$ cat src/pcu_pkg.sv
`timescale 1ns / 1ps
// Package for the Pearson correlation unit: sizes, codes and the
// controller-to-datapath command and status structs. No dependencies.
package pcu_pkg;

    localparam int MAX_PAIRS   = 4096;
    localparam int SAMPLE_BITS = 16;

    localparam int IN_W     = 16;                        // input field width
    localparam int Q_W      = 16;                        // Q1.15 result width
    localparam int STATUS_W = 2;
    localparam int CNT_W    = $clog2(MAX_PAIRS + 1);     // pair count
    localparam int GROW_W   = $clog2(MAX_PAIRS);         // growth of the sums
    localparam int SUM_W    = SAMPLE_BITS + GROW_W;      // signed sum of samples
    localparam int SQ_W     = 2 * SAMPLE_BITS - 1 + GROW_W; // unsigned sum of squares
    localparam int XY_W     = SQ_W + 1;                  // signed sum of products
    localparam int OP_W     = CNT_W + SQ_W;              // multiplier operand
    localparam int PROD_W   = 2 * OP_W;                  // multiplier product
    localparam int C_W      = OP_W + 2;                  // signed covariance term
    localparam int CMP_W    = PROD_W + 2 * Q_W;          // root search compare
    localparam int ROOT_SH  = 2 * Q_W - 2;               // scale of c*c by 2^30
    localparam int MCNT_W   = $clog2(OP_W);
    localparam int BIT_W    = $clog2(Q_W);

    localparam logic [STATUS_W-1:0] ST_OK       = 2'd0;
    localparam logic [STATUS_W-1:0] ST_ZERO_VAR = 2'd1;
    localparam logic [STATUS_W-1:0] ST_DROPPED  = 2'd2;

    // Multiplication steps of the final computation, in issue order.
    typedef enum logic [2:0] {
        OP_N_SXX  = 3'd0,
        OP_SX_SX  = 3'd1,
        OP_N_SYY  = 3'd2,
        OP_SY_SY  = 3'd3,
        OP_N_SXY  = 3'd4,
        OP_SX_SY  = 3'd5,
        OP_VX_VY  = 3'd6,
        OP_C_C    = 3'd7
    } t_op;

    typedef struct packed {
        logic accum;
        logic mul_start;
        logic mul_step;
        logic mul_store;
        t_op  op;
        logic root_init;
        logic root_step;
        logic load_out;
        logic clear;
    } t_cmd;

    typedef struct packed {
        logic mul_done;
        logic root_done;
    } t_stat;

endpackage

$ cat src/pcu_ctrl.sv
`timescale 1ns / 1ps
// Controller of the Pearson correlation unit: sequences accumulation,
// the eight multiplications, the root search and the result beat. Depends on pcu_pkg.
module pcu_ctrl (
    input  logic           i_clk,
    input  logic           i_rst_n,
    input  logic           i_in_valid,
    input  logic           i_in_last,
    output logic           o_in_ready,
    output logic           o_out_valid,
    input  logic           i_out_ready,
    input  pcu_pkg::t_stat i_stat,
    output pcu_pkg::t_cmd  o_cmd
);

    typedef enum logic [2:0] {
        S_ACC,
        S_MUL_LOAD,
        S_MUL_RUN,
        S_MUL_STORE,
        S_ROOT_INIT,
        S_ROOT,
        S_OUT
    } t_state;

    t_state        r_state;
    pcu_pkg::t_op  r_op;
    logic          r_out_valid;
    logic          space;

    assign space       = !r_out_valid || i_out_ready;
    assign o_in_ready  = (r_state == S_ACC);
    assign o_out_valid = r_out_valid;

    always_comb begin
        o_cmd           = '0;
        o_cmd.op        = r_op;
        o_cmd.accum     = (r_state == S_ACC) && i_in_valid;
        o_cmd.mul_start = (r_state == S_MUL_LOAD);
        o_cmd.mul_step  = (r_state == S_MUL_RUN);
        o_cmd.mul_store = (r_state == S_MUL_STORE);
        o_cmd.root_init = (r_state == S_ROOT_INIT);
        o_cmd.root_step = (r_state == S_ROOT);
        o_cmd.load_out  = (r_state == S_OUT) && space;
        o_cmd.clear     = o_cmd.load_out;
    end

    always_ff @(posedge i_clk) begin
        if (!i_rst_n) begin
            r_state     <= S_ACC;
            r_op        <= pcu_pkg::OP_N_SXX;
            r_out_valid <= 1'b0;
        end else begin
            // A new result refills the register in the cycle the old one leaves.
            if ((r_state == S_OUT) && space) begin
                r_out_valid <= 1'b1;
            end else if (r_out_valid && i_out_ready) begin
                r_out_valid <= 1'b0;
            end
            unique case (r_state)
                S_ACC: begin
                    if (i_in_valid && i_in_last) begin
                        r_op    <= pcu_pkg::OP_N_SXX;
                        r_state <= S_MUL_LOAD;
                    end
                end
                S_MUL_LOAD:  r_state <= S_MUL_RUN;
                S_MUL_RUN:   if (i_stat.mul_done) r_state <= S_MUL_STORE;
                S_MUL_STORE: begin
                    if (r_op == pcu_pkg::OP_C_C) begin
                        r_state <= S_ROOT_INIT;
                    end else begin
                        r_op    <= pcu_pkg::t_op'(r_op + 3'd1);
                        r_state <= S_MUL_LOAD;
                    end
                end
                S_ROOT_INIT: r_state <= S_ROOT;
                S_ROOT:      if (i_stat.root_done) r_state <= S_OUT;
                S_OUT: begin
                    if (space) r_state <= S_ACC;
                end
                default:     r_state <= S_ACC;
            endcase
        end
    end

    a_ready_only_acc: assert property (@(posedge i_clk) disable iff (!i_rst_n)
        (r_state != S_ACC) |-> !o_cmd.accum)
        else $error("accumulation outside the accumulate state");
    a_load_has_space: assert property (@(posedge i_clk) disable iff (!i_rst_n)
        o_cmd.load_out |-> (!r_out_valid || i_out_ready))
        else $error("result register overwritten while full");
    a_last_starts_mul: assert property (@(posedge i_clk) disable iff (!i_rst_n)
        (o_cmd.accum && i_in_last) |=> (r_state == S_MUL_LOAD))
        else $error("last beat did not start the final computation");
    a_root_after_mul: assert property (@(posedge i_clk) disable iff (!i_rst_n)
        o_cmd.root_init |-> $past(o_cmd.mul_store))
        else $error("root search started without its operands");

endmodule

$ cat config.mk
export PLATFORM = sky130hd
export DESIGN_NAME = pcu_ctrl
export DESIGN_NICKNAME = d
export VERILOG_FILES = /design/src/pcu_pkg.sv /design/src/pcu_ctrl.sv
export SDC_FILE = /design/constraint.sdc
export NUM_CORES = 1
export LEC_CHECK = 0
export BUFFER_PORTS_ARGS = -buffer_cell sky130_fd_sc_hd__buf_2
export CORE_AREA = 2 2 39 41
export DETAILED_ROUTE_END_ITERATION = 12
export DIE_AREA = 0 0 41 43
export PLACE_DENSITY = 0.74
export SLEW_MARGIN = 20
export SYNTH_ARGS = -nofsm -noshare
export SYNTH_HDL_FRONTEND = slang
export SYNTH_SLANG_ARGS = --single-unit
$ cat constraint.sdc
create_clock -name i_clk -period 2.05 [get_ports i_clk]
set_clock_uncertainty 0.05 [all_clocks]
set_input_delay 0.205 -clock i_clk [delete_from_list [all_inputs] [get_ports i_clk]]
set_output_delay 0.205 -clock i_clk [all_outputs]
set_load 0.05 [all_outputs]
==> results of run 1 <==
cell families (layout without fill, tap and decap cells):
kind of cell    Yosys count  count (layout)  synth area share, %
simple gates             31              31                40.05
compound gates            9               9                12.25
flops                     7               7                28.57
buf+inv                   5              23                8.164
fa+ha+maj                 2               2                5.101
mux                       2               2                4.082
xor+xnor                  1               1                1.786
state kept, by name, indices dropped and copies added (netlist names):
register / count
r_state: 3
r_op: 3
o_out_valid: 1
through the flow:
stage               power (W)  cell area [um^2]  hold slack (ns)  utilization (%)  instances
detailed placement  0.0003804             565.5           0.4212            40.87         87
global route        0.0005342             591.8           0.2304            42.77         91
CTS                 0.0005035             591.8           0.2200            42.77         91
floorplan           0.0003518             490.5           0.3497                -         57
finish              0.0004969             591.8           0.2232            42.77         91
global placement    0.0003777             565.5           0.4118            40.87         87
final timing paths:
check                                        startpoint                 endpoint  slack, ns
worst max-delay path            r_state[0]$_SDFFE_PN0P_                 o_cmd[0]       0.33
worst min-delay path                        i_out_ready  r_state[2]$_SDFFE_PN0P_       0.22
worst max register to register     r_op[0]$_SDFFE_PN0P_     r_op[2]$_SDFFE_PN0P_       0.51
worst min register to register     r_op[1]$_SDFFE_PN0P_     r_op[1]$_SDFFE_PN0P_       0.43
worst min-delay path: cells and delay by family:
family / cells / cell delay [ns]
AO/OA/AOI/OAI: 1 / 0.08
AND/OR/NAND/NOR: 2 / 0.10
buffers and inverters: 1 / 0.09
Yosys cell counts:
cell type / count / area, um^2
sky130_fd_sc_hd__xor2_1: 1 / 8.760
sky130_fd_sc_hd__ha_1: 2 / 25.02
sky130_fd_sc_hd__nand2_1: 8 / 30.03
sky130_fd_sc_hd__o21ai_1: 1 / 5.000
sky130_fd_sc_hd__nand4bb_1: 1 / 11.26
sky130_fd_sc_hd__o211a_1: 1 / 10.01
sky130_fd_sc_hd__dfxtp_1: 7 / 140.1
sky130_fd_sc_hd__buf_2: 2 / 10.01
sky130_fd_sc_hd__a21oi_2: 1 / 8.760
sky130_fd_sc_hd__and3_1: 2 / 12.51
sky130_fd_sc_hd__o211ai_1: 1 / 7.510
sky130_fd_sc_hd__buf_4: 1 / 7.510
sky130_fd_sc_hd__nand3_1: 3 / 15.01
sky130_fd_sc_hd__and2b_4: 1 / 10.01
sky130_fd_sc_hd__or2b_1: 1 / 7.510
sky130_fd_sc_hd__nor3_2: 1 / 10.01
sky130_fd_sc_hd__nor2b_1: 2 / 12.51
sky130_fd_sc_hd__mux2i_1: 2 / 20.02
sky130_fd_sc_hd__a21boi_1: 1 / 7.510
sky130_fd_sc_hd__nor3b_1: 2 / 15.01
sky130_fd_sc_hd__nand3b_1: 2 / 15.01
sky130_fd_sc_hd__a31oi_1: 1 / 6.260
sky130_fd_sc_hd__nand2b_1: 2 / 12.51
sky130_fd_sc_hd__and3b_4: 1 / 12.51
sky130_fd_sc_hd__a21oi_1: 2 / 10.01
sky130_fd_sc_hd__nand2b_2: 1 / 8.760
sky130_fd_sc_hd__buf_6: 2 / 22.52
sky130_fd_sc_hd__o21ai_0: 1 / 5.000
sky130_fd_sc_hd__nor2_1: 2 / 7.510
sky130_fd_sc_hd__and3b_2: 1 / 10.01
sky130_fd_sc_hd__and2_1: 1 / 6.260
area by class of cell:
cell class	count	area [um^2]	area share [%]
Timing Repair Buffer	19	95.09	16.07
Clock buffer	4	26.28	4.440
Multi-Input combinational cell	45	310.3	52.43
Sequential cell	7	140.1	23.68
Tap cell	16	20.02	3.383
cell usage in the layout, fill, tap and decap left out, types with 2 or more instances in the layout:
master                     count
sky130_fd_sc_hd__a21oi_1       2
sky130_fd_sc_hd__mux2i_1       2
sky130_fd_sc_hd__nand3b_1      2
sky130_fd_sc_hd__nand2b_1      2
sky130_fd_sc_hd__nor2b_1       2
sky130_fd_sc_hd__nand2_1       8
sky130_fd_sc_hd__and3_1        2
sky130_fd_sc_hd__nand3_1       3
sky130_fd_sc_hd__nor3b_1       2
sky130_fd_sc_hd__nor2_1        2
sky130_fd_sc_hd__buf_2        19
sky130_fd_sc_hd__clkbuf_4      3
sky130_fd_sc_hd__ha_1          2
sky130_fd_sc_hd__dfxtp_1       7
report_power, final:
group / leakage, nW / switching [W] / total (W) / internal [W]
Combinational: 0.221 / 0.000130 / 0.000197 / 0.0000670
Sequential: 0.0568 / 0.0000331 / 0.000180 / 0.000147
Clock: 0.0150 / 0.0000458 / 0.000120 / 0.0000740
layer usage:
metal / up-vias / track usage [%]
met4: 0 / 8.000
met3: 0 / 3.141
met1: 199 / 15.21
li1: 233 / -
met5: - / 0
met2: 15 / 14.69
==> metrics.txt, run 1 <==
# TYPE chip_impl_metric gauge
chip_impl_metric{name="clkSlewWorstSetupHoldPaths",unit="ns"} 0.05
chip_impl_info{name="startpoint_type",value="register"} 1
chip_impl_metric{name="grt_start_max_net_pins",unit=""} 16
chip_impl_metric{name="clock.fmax",unit="MHz"} 581.9
chip_impl_metric{name="initial_antenna_violation_count",unit=""} 0
chip_impl_metric{name="finalCritPeriodShare",unit="%"} 83.83
chip_impl_metric{name="fp.dieH",unit="um"} 43
chip_impl_info{name="cts_tree",value="built"} 1
chip_impl_metric{name="crit_required",unit="ns"} 1.79
chip_impl_metric{name="antenna-diode-count",unit=""} 0
chip_impl_metric{name="dr_wl_met3",unit="um"} 51
chip_impl_metric{name="wirelength_met1",unit="um"} 436
chip_impl_metric{name="globalRouteTotalUtil",unit="%"} 11.27
chip_impl_info{name="critical_path_end_type",value="primary output"} 1
chip_impl_metric{name="timing.final.setup_violations",unit=""} 0
chip_impl_metric{name="worst-endpoint-arrival",unit="ns"} 1.46
chip_impl_metric{name="core_area",unit="um^2"} 1384
chip_impl_metric{name="post_cts_resized",unit=""} 0
chip_impl_info{name="worst_path_max_delay_cell",value="sky130_fd_sc_hd__dfxtp_1"} 1
chip_impl_metric{name="synth_cells",unit=""} 57
chip_impl_metric{name="cp_num_buf_inv",unit=""} 1
chip_impl_metric{name="synthDistinctLibCells",unit=""} 31
chip_impl_metric{name="leakage",unit="nW"} 0.2932
chip_impl_metric{name="fp-row-count",unit=""} 14
chip_impl_metric{name="fin_ws",unit="ns"} 0.3315
chip_impl_info{name="cts.root.buffer_cell",value="sky130_fd_sc_hd__clkbuf_4"} 1
chip_impl_metric{name="detail-route-antenna-nets",unit=""} 0
chip_impl_metric{name="finalCriticalPeriod",unit="ns"} 1.718
chip_impl_metric{name="route.vias.total",unit=""} 447
chip_impl_info{name="cells_along_the_critical_path",value="and2b_4, nand2_1, nor2_1, buf_2"} 1
chip_impl_metric{name="cts.repair_timing.setup_buffer_count",unit=""} 0
chip_impl_info{name="rsz0062_at_grt",value="false"} 1
chip_impl_metric{name="vdd_ir_drop_max",unit="V"} 0.0003107
chip_impl_metric{name="first_iter_violations",unit=""} 2
chip_impl_metric{name="dr.pass1.iters",unit=""} 4
chip_impl_metric{name="min_path_cells",unit=""} 4
chip_impl_metric{name="synth.yosys.seq_area_share",unit="%"} 28.57
chip_impl_metric{name="syn-num-nets",unit=""} 66
chip_impl_metric{name="ctsLongestPathBuffers",unit=""} 2
chip_impl_metric{name="fp.dieArea",unit="um^2"} 1763
chip_impl_metric{name="first_global_vias",unit=""} 343
chip_impl_metric{name="finalWeightedCongestion",unit=""} 0.6605
chip_impl_metric{name="drive_gt1_share",unit="%"} 37.33
chip_impl_info{name="highest_layer",value="met3"} 1
chip_impl_metric{name="grt_first_pass_wirelength",unit="um"} 1345
chip_impl_metric{name="cts.htree.levels",unit=""} 1
chip_impl_metric{name="avgSynthCellArea",unit="um^2"} 8.605
chip_impl_metric{name="summed_negative_setup_slack_over_all_endpoints",unit="ns"} 0
chip_impl_info{name="hold_path.class",value="input port to register"} 1
chip_impl_metric{name="grt.overflow.total",unit=""} 0
chip_impl_metric{name="worst-r2r-cell-count",unit=""} 5
chip_impl_metric{name="worstSetupPathDepth",unit=""} 4
chip_impl_info{name="status",value="completed"} 1
chip_impl_metric{name="cap_viol_max_count",unit=""} 0
chip_impl_metric{name="netlist_area",unit="um^2"} 490.5
chip_impl_metric{name="worst_pin_slew",unit="ns"} 0.4368
chip_impl_metric{name="wl_met2",unit="um"} 434
chip_impl_metric{name="die_w",unit="um"} 41
chip_impl_metric{name="route.final.wire_length",unit="um"} 923
chip_impl_metric{name="synth_warnings",unit=""} 0
chip_impl_metric{name="dp_hpwl",unit="um"} 705.7
chip_impl_metric{name="port-buffer-count",unit=""} 19
chip_impl_metric{name="post_drt_via_cell_ratio",unit=""} 4.912
chip_impl_metric{name="place_ws",unit="ns"} 0.4941
chip_impl_metric{name="flip_flop_and_latch_count_after_synthesis",unit=""} 7
chip_impl_metric{name="powerDensity",unit="nW/um^2"} 839.6
chip_impl_metric{name="drc",unit=""} 0
chip_impl_metric{name="fillers",unit=""} 140
chip_impl_metric{name="path_max_fanout",unit=""} 15
chip_impl_metric{name="timing.final.hold_violations",unit=""} 0
chip_impl_metric{name="initial_standard_cell_utilization_of_the_core",unit="%"} 35.44
chip_impl_metric{name="cts_num_sinks",unit=""} 7
chip_impl_metric{name="insertion_delay",unit="ns"} 0.24
chip_impl_info{name="worstSetupPathType",value="register to primary output"} 1
chip_impl_metric{name="relative_slew_slack",unit="%"} 70.84
chip_impl_metric{name="top_level_ports",unit=""} 20
chip_impl_metric{name="cts_buffers",unit=""} 3
chip_impl_metric{name="drt-wirelength-per-cell",unit="um"} 10.14
chip_impl_metric{name="area.growth.synth_to_final",unit="%"} 20.66
chip_impl_metric{name="final_max_slew_viol_count",unit=""} 0
chip_impl_info{name="cpLargestDelayFamily",value="simple AND/OR/NAND/NOR gates"} 1
chip_impl_metric{name="cts_hold_buffers",unit=""} 0
chip_impl_metric{name="critical_path.max_stage_delay",unit="ns"} 0.44
chip_impl_metric{name="final_nets",unit=""} 85
(Power assumes the default switching activity.)
==> run 2, diff against run 1 <==
--- a/config.mk
+++ b/config.mk
@@ -5,11 +5,12 @@
 export SDC_FILE = /design/constraint.sdc
 export NUM_CORES = 1
 export LEC_CHECK = 0
+export ABC_AREA = 1
 export BUFFER_PORTS_ARGS = -buffer_cell sky130_fd_sc_hd__buf_2
 export CORE_AREA = 2 2 39 41
 export DETAILED_ROUTE_END_ITERATION = 12
 export DIE_AREA = 0 0 41 43
-export PLACE_DENSITY = 0.74
+export PLACE_DENSITY = 0.72
 export SLEW_MARGIN = 20
 export SYNTH_ARGS = -nofsm -noshare
 export SYNTH_HDL_FRONTEND = slang
==> constraint.sdc (replaced) <==
create_clock -name i_clk -period 1.8 [get_ports i_clk]
set_clock_uncertainty 0.05 [all_clocks]
set_input_delay 0.18 -clock i_clk [delete_from_list [all_inputs] [get_ports i_clk]]
set_output_delay 0.18 -clock i_clk [all_outputs]
set_load 0.05 [all_outputs]
==> run 2 against run 1 <==
Net effect:
- clock-buffer cell count unchanged
- worst setup slack got worse by 0.21 ns
- flip-flop and latch count unchanged
- first-iteration DRC count increased to 4.0 times the previous value
- cell count increased by 23%
- critical endpoint is now o_cmd[10]
==> metrics.txt, run 2 <==
# TYPE chip_impl_metric gauge
chip_impl_metric{name="initial_antenna_violation_count",unit=""} 0
chip_impl_metric{name="area.growth.synth_to_final",unit="%"} 31.02
chip_impl_metric{name="synthDistinctLibCells",unit=""} 17
chip_impl_metric{name="dr.pass1.iters",unit=""} 4
chip_impl_metric{name="syn-num-nets",unit=""} 83
chip_impl_metric{name="cts_num_sinks",unit=""} 7
chip_impl_metric{name="first_iter_violations",unit=""} 8
chip_impl_info{name="netlist_top_cells_count",value="sky130_fd_sc_hd__nor2_1 (17), sky130_fd_sc_hd__nand2_1 (16), sky130_fd_sc_hd__inv_1 (11)"} 1
chip_impl_metric{name="vdd_ir_drop_max",unit="V"} 0.0005594
chip_impl_metric{name="post_drt_via_cell_ratio",unit=""} 4.696
chip_impl_metric{name="ctsLongestPathBuffers",unit=""} 2
chip_impl_metric{name="drt-wirelength-per-cell",unit="um"} 9.411
chip_impl_metric{name="cts.htree.levels",unit=""} 1
chip_impl_metric{name="insertion_delay",unit="ns"} 0.26
chip_impl_metric{name="detail-route-antenna-nets",unit=""} 0
chip_impl_metric{name="drive_gt1_share",unit="%"} 32.29
chip_impl_metric{name="grt_first_pass_wirelength",unit="um"} 1649
chip_impl_metric{name="worst-r2r-cell-count",unit=""} 8
chip_impl_info{name="cts.root.buffer_cell",value="sky130_fd_sc_hd__clkbuf_4"} 1
chip_impl_metric{name="dp_hpwl",unit="um"} 843.1
chip_impl_info{name="hold_path.class",value="input port to register"} 1
chip_impl_metric{name="grt.overflow.total",unit=""} 0
chip_impl_metric{name="cts.repair_timing.setup_buffer_count",unit=""} 0
chip_impl_info{name="worstSetupPathType",value="register to primary output"} 1
chip_impl_metric{name="first_global_vias",unit=""} 423
chip_impl_metric{name="synth_xor_area_share",unit="%"} 0
chip_impl_metric{name="clkSlewWorstSetupHoldPaths",unit="ns"} 0.05
chip_impl_info{name="hold_path.startpoint",value="i_rst_n"} 1
chip_impl_metric{name="route.final.wire_length",unit="um"} 1054
chip_impl_metric{name="grt_start_max_net_pins",unit=""} 8
chip_impl_metric{name="relative_slew_slack",unit="%"} 78.79
chip_impl_metric{name="netlist_area",unit="um^2"} 467.9
chip_impl_metric{name="cts_buffers",unit=""} 3
chip_impl_metric{name="synth_cells",unit=""} 74
chip_impl_metric{name="top_level_ports",unit=""} 20
chip_impl_info{name="dominantRegCellSynth",value="sky130_fd_sc_hd__dfxtp_1"} 1
chip_impl_info{name="yosysMostFrequentCell",value="sky130_fd_sc_hd__nor2_1"} 1
chip_impl_metric{name="worst_pin_slew",unit="ns"} 0.3177
chip_impl_metric{name="fp.dieH",unit="um"} 43
chip_impl_metric{name="fp-row-count",unit=""} 14
chip_impl_metric{name="flip_flop_and_latch_count_after_synthesis",unit=""} 7
chip_impl_metric{name="fp.dieArea",unit="um^2"} 1763
chip_impl_metric{name="clock.fmax",unit="MHz"} 595.7
chip_impl_metric{name="async_flop_share",unit="%"} 0
chip_impl_metric{name="finalCritPeriodShare",unit="%"} 93.26
chip_impl_metric{name="avgSynthCellArea",unit="um^2"} 6.324
chip_impl_metric{name="globalRouteTotalUtil",unit="%"} 14.40
chip_impl_metric{name="netlist.area_leader.share",unit="%"} 29.95
chip_impl_metric{name="finalWeightedCongestion",unit=""} 0.8019
chip_impl_info{name="status",value="completed"} 1
chip_impl_metric{name="compound_gate_portion_of_the_synthesized_area",unit="%"} 6.150
chip_impl_metric{name="worst-endpoint-arrival",unit="ns"} 1.45
chip_impl_metric{name="share_of_cell_area_taken_by_muxes_after_synthesis",unit="%"} 0
chip_impl_info{name="reg2reg_to",value="r_op[1]$_SDFFE_PN0P_"} 1
chip_impl_metric{name="timing.final.setup_violations",unit=""} 0
chip_impl_metric{name="finalCriticalPeriod",unit="ns"} 1.679
chip_impl_metric{name="postPlaceCellArea",unit="um^2"} 586.8
chip_impl_metric{name="synth_enable_flop_cells",unit=""} 0
chip_impl_metric{name="powerDensity",unit="nW/um^2"} 1109
chip_impl_info{name="most_frequent_cells_in_the_layout",value="sky130_fd_sc_hd__buf_2 (19), sky130_fd_sc_hd__nor2_1 (17), sky130_fd_sc_hd__nand2_1 (16)"} 1
chip_impl_metric{name="path_max_fanout",unit=""} 6
chip_impl_metric{name="synth.yosys.seq_area_share",unit="%"} 29.95
chip_impl_info{name="critical_path_end_type",value="primary output"} 1
chip_impl_info{name="cts_tree",value="built"} 1
chip_impl_info{name="worstHoldEndpoint",value="r_state[2]$_SDFFE_PN0P_"} 1
chip_impl_metric{name="synth_warnings",unit=""} 0
chip_impl_metric{name="drc",unit=""} 0
chip_impl_info{name="timing.rr.start",value="r_op[0]$_SDFFE_PN0P_"} 1
chip_impl_info{name="synth_top_area_cell",value="sky130_fd_sc_hd__dfxtp_1"} 1
chip_impl_metric{name="summed_negative_setup_slack_over_all_endpoints",unit="ns"} 0
chip_impl_metric{name="core_area",unit="um^2"} 1384
chip_impl_metric{name="post_cts_resized",unit=""} 0
chip_impl_info{name="startpoint_type",value="register"} 1
chip_impl_metric{name="die_w",unit="um"} 41
chip_impl_info{name="crit_path_start",value="r_state[0]$_SDFFE_PN0P_"} 1
chip_impl_metric{name="adder_and_majority_cell_fraction_of_the_synthesized_area",unit="%"} 5.348
chip_impl_info{name="post_synth_main_area_contributors",value="sky130_fd_sc_hd__dfxtp_1 (30%), sky130_fd_sc_hd__nor2_1 (14%), sky130_fd_sc_hd__nand2_1 (13%)"} 1
chip_impl_info{name="synth_top_family_by_area",value="simple AND/OR/NAND/NOR gates"} 1
chip_impl_metric{name="leakage",unit="nW"} 0.3289
chip_impl_metric{name="initial_standard_cell_utilization_of_the_core",unit="%"} 33.82
chip_impl_metric{name="final_nets",unit=""} 106
chip_impl_metric{name="min_path_cells",unit=""} 3
chip_impl_metric{name="antenna-diode-count",unit=""} 0
chip_impl_metric{name="stdcell_area",unit="um^2"} 613.1
chip_impl_metric{name="worst-r2r-setup-slack",unit="ns"} 0.45
chip_impl_metric{name="route.vias.total",unit=""} 526
chip_impl_metric{name="cap_viol_max_count",unit=""} 0
chip_impl_metric{name="yosys.area_share.simple",unit="%"} 46.52
chip_impl_metric{name="final_max_slew_viol_count",unit=""} 0
chip_impl_metric{name="cts_hold_buffers",unit=""} 0
chip_impl_metric{name="timing.final.hold_violations",unit=""} 0
chip_impl_info{name="rsz0062_at_grt",value="false"} 1
chip_impl_metric{name="port-buffer-count",unit=""} 19
chip_impl_info{name="final_common_cell",value="sky130_fd_sc_hd__buf_2"} 1
chip_impl_metric{name="crit_required",unit="ns"} 1.57
run 2: how the worst max path moves through the flow:
stage | end | slack [ns] | cells after the start
2_1_floorplan | o_cmd[10] | 0.16 | 3
3_3_place_gp | o_cmd[10] | 0.43 | 4
3_5_place_dp | o_cmd[10] | 0.40 | 4
4_1_cts | o_cmd[10] | 0.11 | 4
5_1_grt | o_cmd[10] | 0.03 | 4
6_report | o_cmd[10] | 0.12 | 4
run 2: metal layers:
layer,part of all wire [%],vias to the layer above,GRT usage [%]
met1,43,219,17.21
met2,45,32,19.69
li1,-,270,-
met4,4.0,0,10.00
met5,0,-,0
met3,7.6,5,6.283
run 2: critical path, cell delays in order, from the launching register on:
cell and delay (ns):
sky130_fd_sc_hd__dfxtp_1 0.38, sky130_fd_sc_hd__nor2_1 0.28, sky130_fd_sc_hd__nand2_1 0.16, sky130_fd_sc_hd__nor2_1 0.10, sky130_fd_sc_hd__buf_2 0.26
run 2: power by group:
part	leakage (nW)	switching, W	internal [W]
registers	0.0568	0.0000253	0.000168
logic	0.257	0.000247	0.0000844
clock network	0.0150	0.0000699	0.0000854
total	0.329	0.000342	0.000338
run 2: cells by family after synthesis:
logic type | after synthesis
simple gates | 46
buf+inv | 14
flops | 7
compound gates | 5
fa+ha+maj | 2
run 2: layout make-up:
class | instances | area, um^2
clock buffers | 4 | 26.28
fillers | 142 | 770.7
inverters | 13 | 48.80
multi-input cells | 53 | 282.8
flip-flops and latches | 7 | 140.1
well taps | 16 | 20.02
repair buffers | 19 | 95.09
run 2: stage by stage:
stage | worst slack, ns | instances | util (%) | total power, W | hold WS [ns]
finish | 0.1213 | 112 | 44.30 | 0.0006801 | 0.1060
global placement | 0.4337 | 108 | 42.41 | 0.0005225 | 0.3855
detailed placement | 0.4028 | 108 | 42.41 | 0.0005267 | 0.3859
global route | 0.02546 | 112 | 44.30 | 0.0007144 | 0.1179
CTS | 0.1072 | 112 | 44.30 | 0.0006829 | 0.1038
floorplan | 0.1588 | 74 | - | 0.0004585 | 0.2505
==> run 3, diff against run 2 <==
--- a/config.mk
+++ b/config.mk
@@ -11,6 +11,7 @@
 export DETAILED_ROUTE_END_ITERATION = 12
 export DIE_AREA = 0 0 41 43
 export PLACE_DENSITY = 0.72
+export REMOVE_ABC_BUFFERS = 1
 export SLEW_MARGIN = 20
 export SYNTH_ARGS = -nofsm -noshare
 export SYNTH_HDL_FRONTEND = slang
==> run 3 against run 2 <==
Net effect:
- fmax is 0.82% higher
- clock-buffer cell count unchanged
- flip-flop and latch count is the same
- non-clock buffer count is the same
- wire length is 5.0% higher
- clock power decreased by 3%
- core utilization shrank 0.81 points
- critical endpoint unchanged
==> metrics.txt, run 3 (synthesis gave the netlist of run 2 again) <==
# TYPE chip_impl_metric gauge
chip_impl_metric{name="worst_pin_slew",unit="ns"} 0.2999
chip_impl_metric{name="drc",unit=""} 0
chip_impl_metric{name="fp.dieArea",unit="um^2"} 1763
chip_impl_metric{name="globalRouteTotalUtil",unit="%"} 14.74
chip_impl_metric{name="whs",unit="ns"} 0.1234
chip_impl_metric{name="route.final.wire_length",unit="um"} 1107
chip_impl_metric{name="die_w",unit="um"} 41
chip_impl_metric{name="stdcell_area",unit="um^2"} 601.8
chip_impl_metric{name="cts_num_sinks",unit=""} 7
chip_impl_metric{name="cts.repair_timing.setup_buffer_count",unit=""} 0
chip_impl_metric{name="detail-route-antenna-nets",unit=""} 0
chip_impl_metric{name="finalCritPeriodShare",unit="%"} 92.50
chip_impl_metric{name="critical_path.max_stage_delay",unit="ns"} 0.37
chip_impl_info{name="hold_path.class",value="input port to register"} 1
chip_impl_metric{name="cp_num_buf_inv",unit=""} 1
chip_impl_metric{name="route.vias.total",unit=""} 527
chip_impl_metric{name="dr.pass1.iters",unit=""} 4
chip_impl_metric{name="crit_required",unit="ns"} 1.57
chip_impl_metric{name="path_max_fanout",unit=""} 6
chip_impl_metric{name="core_area",unit="um^2"} 1384
chip_impl_metric{name="worst-endpoint-arrival",unit="ns"} 1.44
chip_impl_metric{name="seqCellArea",unit="um^2"} 140.1
chip_impl_info{name="status",value="completed"} 1
chip_impl_metric{name="timing.final.hold_violations",unit=""} 0
chip_impl_metric{name="final_max_slew_viol_count",unit=""} 0
chip_impl_metric{name="grt_first_pass_wirelength",unit="um"} 1773
chip_impl_metric{name="first_global_vias",unit=""} 445
chip_impl_metric{name="cts.htree.levels",unit=""} 1
chip_impl_metric{name="leakage",unit="nW"} 0.3273
chip_impl_info{name="cells_along_the_critical_path",value="nor2_1, nand2_1, nor2_1, buf_2"} 1
chip_impl_metric{name="multiInputGateArea",unit="um^2"} 271.5
chip_impl_info{name="rsz0062_at_grt",value="false"} 1
chip_impl_metric{name="first_iter_violations",unit=""} 17
chip_impl_metric{name="clkSlewWorstSetupHoldPaths",unit="ns"} 0.06
chip_impl_metric{name="finalCriticalPeriod",unit="ns"} 1.665
chip_impl_metric{name="initial_standard_cell_utilization_of_the_core",unit="%"} 33.82
chip_impl_metric{name="cts_hold_buffers",unit=""} 0
chip_impl_metric{name="fillers",unit=""} 146
chip_impl_metric{name="area.growth.synth_to_final",unit="%"} 28.61
chip_impl_metric{name="timing.final.setup_violations",unit=""} 0
chip_impl_info{name="critical_path_end_type",value="primary output"} 1
chip_impl_metric{name="relative_slew_slack",unit="%"} 79.98
chip_impl_info{name="cts.root.buffer_cell",value="sky130_fd_sc_hd__clkbuf_4"} 1
chip_impl_metric{name="dp_hpwl",unit="um"} 838.2
chip_impl_metric{name="post_drt_via_cell_ratio",unit=""} 4.705
chip_impl_metric{name="insertion_delay",unit="ns"} 0.25
chip_impl_info{name="worstSetupPathType",value="register to primary output"} 1
chip_impl_metric{name="drt-wirelength-per-cell",unit="um"} 9.884
chip_impl_info{name="startpoint_type",value="register"} 1
chip_impl_metric{name="cts_buffers",unit=""} 3
chip_impl_metric{name="vdd_ir_drop_max",unit="V"} 0.0004674
chip_impl_metric{name="port-buffer-count",unit=""} 19
chip_impl_info{name="worst_path_most_repeated_cell",value="sky130_fd_sc_hd__nor2_1"} 1
chip_impl_metric{name="grt.overflow.total",unit=""} 0
chip_impl_metric{name="initial_antenna_violation_count",unit=""} 0
chip_impl_info{name="final_common_cell",value="sky130_fd_sc_hd__buf_2"} 1
chip_impl_metric{name="cap_viol_max_count",unit=""} 0
chip_impl_metric{name="final_nets",unit=""} 106
chip_impl_metric{name="clock.fmax",unit="MHz"} 600.6
chip_impl_metric{name="antenna-diode-count",unit=""} 0
chip_impl_info{name="cts_tree",value="built"} 1
chip_impl_info{name="cpLargestDelayFamily",value="simple AND/OR/NAND/NOR gates"} 1
chip_impl_metric{name="post_cts_resized",unit=""} 0
chip_impl_metric{name="postPlaceCellArea",unit="um^2"} 575.6
chip_impl_metric{name="finalWeightedCongestion",unit=""} 0.9154
chip_impl_metric{name="fp-row-count",unit=""} 14
chip_impl_metric{name="fp.dieH",unit="um"} 43
chip_impl_metric{name="powerDensity",unit="nW/um^2"} 1121
chip_impl_info{name="worst_path_max_delay_cell",value="sky130_fd_sc_hd__dfxtp_1"} 1
chip_impl_metric{name="grt_start_max_net_pins",unit=""} 8
chip_impl_metric{name="top_level_ports",unit=""} 20
chip_impl_metric{name="ctsLongestPathBuffers",unit=""} 2
chip_impl_metric{name="drive_gt1_share",unit="%"} 31.25
chip_impl_info{name="most_frequent_cells_in_the_layout",value="sky130_fd_sc_hd__buf_2 (19), sky130_fd_sc_hd__nor2_1 (17), sky130_fd_sc_hd__nand2_1 (16)"} 1
[run 3: cell count changes in the layout (fill, tap and decap cells not counted)]
cell and change:
sky130_fd_sc_hd__nor3_1 +1, sky130_fd_sc_hd__nor3_4 -1
[run 3: layout make-up]
cell class              instances  area share, %
multi-input cells              53          45.11
flip-flops and latches          7          23.28
well taps                      16          3.326
clock buffers                   4          4.366
repair buffers                 19          15.80
inverters                      13          8.108
[run 3: final timing paths]
path / cells after the start / endpoint / from / slack [ns]
max: 4 / o_cmd[10] / r_state[0]$_SDFFE_PN0P_ / 0.13
min: 3 / r_state[2]$_SDFFE_PN0P_ / i_rst_n / 0.12
max reg2reg: 8 / r_op[1]$_SDFFE_PN0P_ / r_op[0]$_SDFFE_PN0P_ / 0.40
min reg2reg: 2 / r_op[2]$_SDFFE_PN0P_ / r_op[2]$_SDFFE_PN0P_ / 0.44
[run 3: stage by stage]
step / util, % / total power [W] / instances / setup TNS (ns) / setup slack (ns)
final: 43.49 / 0.0006749 / 112 / 0 / 0.1349
after detailed placement: 41.59 / 0.0005251 / 108 / 0 / 0.4064
after floorplan: - / 0.0004554 / 73 / -2.155 / -1.077
after global routing: 43.49 / 0.0007109 / 112 / 0 / 0.03285
after CTS: 43.49 / 0.0006785 / 112 / 0 / 0.1248
after global placement: 41.59 / 0.0005228 / 108 / 0 / 0.4328
[run 3: report_power, final]
| part | total (W) | switching (W) | internal (W) |
|---|---|---|---|
| clock network | 0.000150 | 0.0000648 | 0.0000851 |
| registers | 0.000191 | 0.0000226 | 0.000168 |
| logic | 0.000334 | 0.000250 | 0.0000844 |
| total | 0.000675 | 0.000337 | 0.000338 |
[run 3: worst min-delay path: stages]
cell	delay, ns
sky130_fd_sc_hd__buf_2	0.11
sky130_fd_sc_hd__nand2_1	0.06
sky130_fd_sc_hd__nor2_1	0.03
[run 3: per-layer routing]
metal  global-route usage [%]  wire [um]
met5                        0          0
met3                    4.712         88
met1                    19.23        489
met2                    20.63        519
met4                    8.000         10
